==> src/hw/rtl/message_packet_fifo_unit_macros.svh <==
// ----------------------------------------------------------------------------
// message_packet_fifo_unit_macros.svh
// Assertion macros for the message packet FIFO. They compile to nothing
// when SYNTHESIS is defined.
// ----------------------------------------------------------------------------
`ifndef MESSAGE_PACKET_FIFO_UNIT_MACROS_SVH
`define MESSAGE_PACKET_FIFO_UNIT_MACROS_SVH
`ifndef SYNTHESIS
// Same-cycle implication, checked at every rising edge outside reset.
`define MPF_ASSERT_IMP(lbl, ck, rn, ante, cons) \
  lbl: assert property (@(posedge ck) disable iff (!rn) (ante) |-> (cons)) \
    else $error("message packet FIFO assertion failed");
// Next-cycle implication, checked at every rising edge outside reset.
`define MPF_ASSERT_NXT(lbl, ck, rn, ante, cons) \
  lbl: assert property (@(posedge ck) disable iff (!rn) (ante) |=> (cons)) \
    else $error("message packet FIFO assertion failed");
`else
`define MPF_ASSERT_IMP(lbl, ck, rn, ante, cons)
`define MPF_ASSERT_NXT(lbl, ck, rn, ante, cons)
`endif
`endif

==> src/hw/rtl/mpf_pkg.sv <==
// ----------------------------------------------------------------------------
// mpf_pkg
// Sizes, codes, result type and byte helpers shared by the message packet
// FIFO files. Store and slot depths must be powers of two.
// ----------------------------------------------------------------------------
`default_nettype none

package mpf_pkg;

  // Store geometry.
  localparam int DATA_WORDS        = 1024;
  localparam int MESSAGE_SLOTS     = 16;
  localparam int MAX_MESSAGE_BYTES = 512;

  localparam int WORD_AW    = $clog2(DATA_WORDS);
  localparam int BANK_WORDS = DATA_WORDS / 2;
  localparam int BANK_AW    = $clog2(BANK_WORDS);
  localparam int SLOT_AW    = $clog2(MESSAGE_SLOTS);
  localparam int CNT_W      = $clog2(MESSAGE_SLOTS + 1);
  localparam int LEN_W      = $clog2(MAX_MESSAGE_BYTES + 1);
  localparam int NEWLEN_W   = $clog2(MAX_MESSAGE_BYTES + 9);
  localparam int MAX_WORDS  = (MAX_MESSAGE_BYTES + 7) / 8;
  localparam int WCNT_W     = $clog2(MAX_WORDS + 1);
  localparam int HELD_W     = WORD_AW + 1;
  localparam int SUM_W      = WORD_AW + 2;
  localparam int TOTAL_W    = $clog2(MESSAGE_SLOTS * MAX_MESSAGE_BYTES + 1);

  // Field widths of the channels.
  localparam int ACTION_W = 2;
  localparam int DATA_W   = 64;
  localparam int BCOUNT_W = 4;
  localparam int BUFSZ_W  = 16;
  localparam int STATUS_W = 2;
  localparam int MLEN_W   = 10;
  localparam int MQ_W     = 5;
  localparam int BQ_W     = 14;

  // Actions. Any other code behaves as a peek.
  localparam logic [ACTION_W-1:0] ACT_PUSH = 2'd0;
  localparam logic [ACTION_W-1:0] ACT_POP  = 2'd1;
  localparam logic [ACTION_W-1:0] ACT_PEEK = 2'd2;

  // Result status codes.
  localparam logic [STATUS_W-1:0] STAT_OK      = 2'd0;
  localparam logic [STATUS_W-1:0] STAT_EMPTY   = 2'd1;
  localparam logic [STATUS_W-1:0] STAT_TOOLONG = 2'd2;
  localparam logic [STATUS_W-1:0] STAT_FULL    = 2'd3;

  // One result transaction.
  typedef struct packed {
    logic [STATUS_W-1:0] status;
    logic [DATA_W-1:0]   out_word;
    logic [BCOUNT_W-1:0] out_count;
    logic                out_last;
    logic [MLEN_W-1:0]   message_length;
    logic [MQ_W-1:0]     messages_queued;
    logic [BQ_W-1:0]     bytes_queued;
  } mpf_result_t;

  // Keeps the lowest n bytes of a word and zeroes the rest; n of eight or
  // more keeps the whole word.
  function automatic logic [DATA_W-1:0] keep_bytes(input logic [DATA_W-1:0] w,
                                                  input logic [BCOUNT_W-1:0] n);
    logic [DATA_W-1:0] res;
    res = '0;
    for (int b = 0; b < 8; b++) begin
      if (BCOUNT_W'(b) < n) begin
        res[8*b +: 8] = w[8*b +: 8];
      end
    end
    return res;
  endfunction

endpackage

`default_nettype wire

==> src/hw/rtl/mpf_pack.sv <==
// ----------------------------------------------------------------------------
// mpf_pack
// Byte packer for pushed words: masks the incoming word to its byte count
// and aligns it behind the bytes already held in the open store word.
// ----------------------------------------------------------------------------
`default_nettype none

module mpf_pack (
  input  wire  [mpf_pkg::DATA_W-1:0]   data_word,
  input  wire  [mpf_pkg::BCOUNT_W-1:0] byte_count,
  input  wire  [mpf_pkg::DATA_W-1:0]   tail_word,
  input  wire  [2:0]                   offset,
  output logic [mpf_pkg::BCOUNT_W-1:0] n_bytes,
  output logic [mpf_pkg::DATA_W-1:0]   lo_word,
  output logic [mpf_pkg::DATA_W-1:0]   spill_word
);

  import mpf_pkg::*;

  logic [DATA_W-1:0]   data_masked;
  logic [2*DATA_W-1:0] shifted;

  // Byte counts above eight count as eight.
  assign n_bytes = (byte_count > BCOUNT_W'(8)) ? BCOUNT_W'(8) : byte_count;

  // Align the new bytes behind the open word; what passes the word end spills.
  always_comb begin
    data_masked = keep_bytes(data_word, n_bytes);
    shifted     = {{DATA_W{1'b0}}, data_masked} << {offset, 3'b000};
    lo_word     = shifted[DATA_W-1:0] | ((offset != 3'd0) ? tail_word : '0);
    spill_word  = shifted[2*DATA_W-1:DATA_W];
  end

endmodule

`default_nettype wire

==> config.mk <==
export PLATFORM = sky130hd
export DESIGN_NAME = mpf_pack
export DESIGN_NICKNAME = d
export VERILOG_FILES = /design/src/hw/rtl/message_packet_fifo_unit_macros.svh /design/src/hw/rtl/mpf_pkg.sv /design/src/hw/rtl/mpf_pack.sv
export SDC_FILE = /design/constraint.sdc
export NUM_CORES = 1
export LEC_CHECK = 0
export BUFFER_PORTS_ARGS = -buffer_cell sky130_fd_sc_hd__buf_2
export CORE_MARGIN = 8
export CORE_UTILIZATION = 42
export DETAILED_ROUTE_END_ITERATION = 8
export PLACE_DENSITY = 0.85
export SYNTH_ARGS = -nofsm -noshare
export SYNTH_HDL_FRONTEND = slang
export SYNTH_SLANG_ARGS = --single-unit
==> constraint.sdc <==
create_clock -name vclk -period 1.85
set_input_delay 0.185 -clock vclk [all_inputs]
set_output_delay 0.185 -clock vclk [all_outputs]
set_load 0.005 [all_outputs]
==> results.sh <==
export IMPL_yosysWarnings=0
export IMPL_fill_cells=648
export IMPL_power_leakage_nw=3.01
export IMPL_final_util_pct=77.4
export IMPL_final_area_sq_um=5950
export IMPL_slew_viol_final=0
export IMPL_timing_final_ws_setup_ps=-197
export IMPL_netlist_top_cell_by_area="mux2_2"
export IMPL_maxCapViolCount=0
export IMPL_grt_usage_pct=37.4
export IMPL_grt_max_degree=49
export IMPL_drt_total_wl_microns=23400
export IMPL_initial_utilization_pct=43.3
export IMPL_die_h_microns=105
export IMPL_worstMarginPinSlew_ps=538
export IMPL_finalCriticalPeriod_ps=2050
export IMPL_diodes=0
export IMPL_critPathLaunchType="primary input"
export IMPL_gp_congestion=1.08
export IMPL_setup_viol=54
export IMPL_n_clock_buffer=0
export IMPL_drt_pass1_iter_count=6
export IMPL_ir_drop_v=0.000179
export IMPL_crit_required_ps=1660
export IMPL_max_slew_margin_rel_pct=63.9
export IMPL_drt_vias_per_instance=6.80
export IMPL_postCtsHoldBufs=0
export IMPL_postPlaceCellArea_sq_um=5310
export IMPL_die_x_microns=105
export IMPL_syn_cell_area_sq_um=3330
export IMPL_nets=980
export IMPL_netlist_instances=521
export IMPL_cp_arrival_ps=1860
export IMPL_multi_input_area_sq_um=3320
export IMPL_area_growth_pct=78.9
export IMPL_violations="negative setup slack"
export IMPL_ant_nets=0
export IMPL_place_hpwl_microns=18000
export IMPL_grt_first_pass_wirelength_microns=34300
export IMPL_endpoint_kind="output pin"
export IMPL_path_class="primary input to output pin"
export IMPL_overflow=0
export IMPL_pin_count=267
export IMPL_final_cell_mix="254 x buf_2, 102 x buf_4, 43 x nand2_1, 42 x nor2_1, 32 x a21oi_1"
export IMPL_antenna_found_initial=0
export IMPL_dieArea_sq_um=11000
export IMPL_grt_pass1_vias=6286
export IMPL_path_max_fanout=8
export IMPL_status="finished with violations"
export IMPL_num_rows=32
export IMPL_first_iter_violations=800
export IMPL_core_area_sq_um=7690
export IMPL_vias=6429
export IMPL_drive_gt1_share_pct=56.9
export IMPL_drc_errors=0
export IMPL_seq_area_sq_um=0
export IMPL_io_buffers=259
export IMPL_fmax_ghz=0.488
export IMPL_synth_area_leaders="mux2_2 8.1%, a222oi_1 7.2%, a32oi_1 6.3%, nor2_1 5.3%, a21oi_1 5.1%"
export IMPL_final_common_cell="buf_2"
export IMPL_hold_viol=0
export IMPL_nFlopsAndLatches=0
export IMPL_power_density_nw_per_um2=307
export IMPL_netlist_area_leader_share_pct=8.12
export IMPL_wire_per_inst_microns=24.8
export IMPL_synth_cell_types=53
export IMPL_fin_crit_sh_pct=111
export IMPL_yosysSeqAreaShare_pct=0
export IMPL_synth_area_per_cell_sq_um=6.39
export IMPL_hp_class="primary input to output pin"
export IMPL_rsz0062_at_grt="true"
report_power, final:
group          internal [W]  switching [W]  total [W]
clock network             0              0          0
registers                 0              0          0
logic              0.000853       0.000975    0.00183
total              0.000853       0.000975    0.00183
Yosys cell counts, types with 13 or more instances:
library cell,number
nor2_1,47
nand2_1,45
a21oi_1,34
clkbuf_1,33
o21ai_0,28
a222oi_1,24
a32oi_1,24
mux2_2,24
inv_1,18
a31oi_1,17
buf_2,16
a221oi_1,15
a22oi_1,15
nand3_1,15
a32o_1,14
nor2b_1,13
cell families (layout without fill, tap and decap cells):
logic type,Yosys count,in the layout,synth area share [%]
compound gates,244,245,55.1
simple gates,163,163,24.0
buf+inv,88,402,12.3
mux,25,25,8.42
other cells,1,8,0.113
cell type report:
type,instances,area share [%]
Inverter,20,1.26
Tap cell,102,2.14
Multi-Input combinational cell,441,55.7
Timing Repair Buffer,382,40.9
final timing paths:
check	startpoint	end	slack [ps]	cells after the start
setup / recovery	byte_count[3]	lo_word[60]	-200	6
hold / removal	tail_word[8]	lo_word[8]	640	4
metal layers:
metal | wire [microns] | global-route usage, % | part of all wire [%] | up-vias
met1 | 8100 | 43.9 | 35 | 2921
li1 | - | - | - | 2740
met5 | 0 | 0 | 0 | -
met4 | 1580 | 20.6 | 6.8 | 0
met3 | 3220 | 9.34 | 14 | 136
met2 | 10500 | 61.1 | 45 | 632
metrics by stage:
step | power, W | TNS [ps] | hold WS (ps) | std cells | setup slack (ps)
2_1_floorplan | 0.000743 | 0 | 464 | 528 | 126
5_1_grt | 0.00192 | -5820 | 673 | 945 | -191
6_report | 0.00183 | -3720 | 639 | 945 | -197
4_1_cts | 0.00167 | -926 | 642 | 937 | -72.2
3_3_place_gp | 0.00156 | -10360 | 643 | 928 | -235
3_5_place_dp | 0.00157 | -13550 | 641 | 928 | -299
repair_timing:
item                       4_1_cts  5_1_grt
pin swaps                       22       41
setup buffers                    7       11
setup endpoints to repair       87       72
gates resized for setup         67       58
cloned                           2        0
critical path, cell delays in order:
cell,delay (ps)
buf_12,110
o41a_1,600
a32oi_1,410
o2bb2ai_1,90
or3_1,320
buf_2,140
Power figures use the tool's default switching activity.
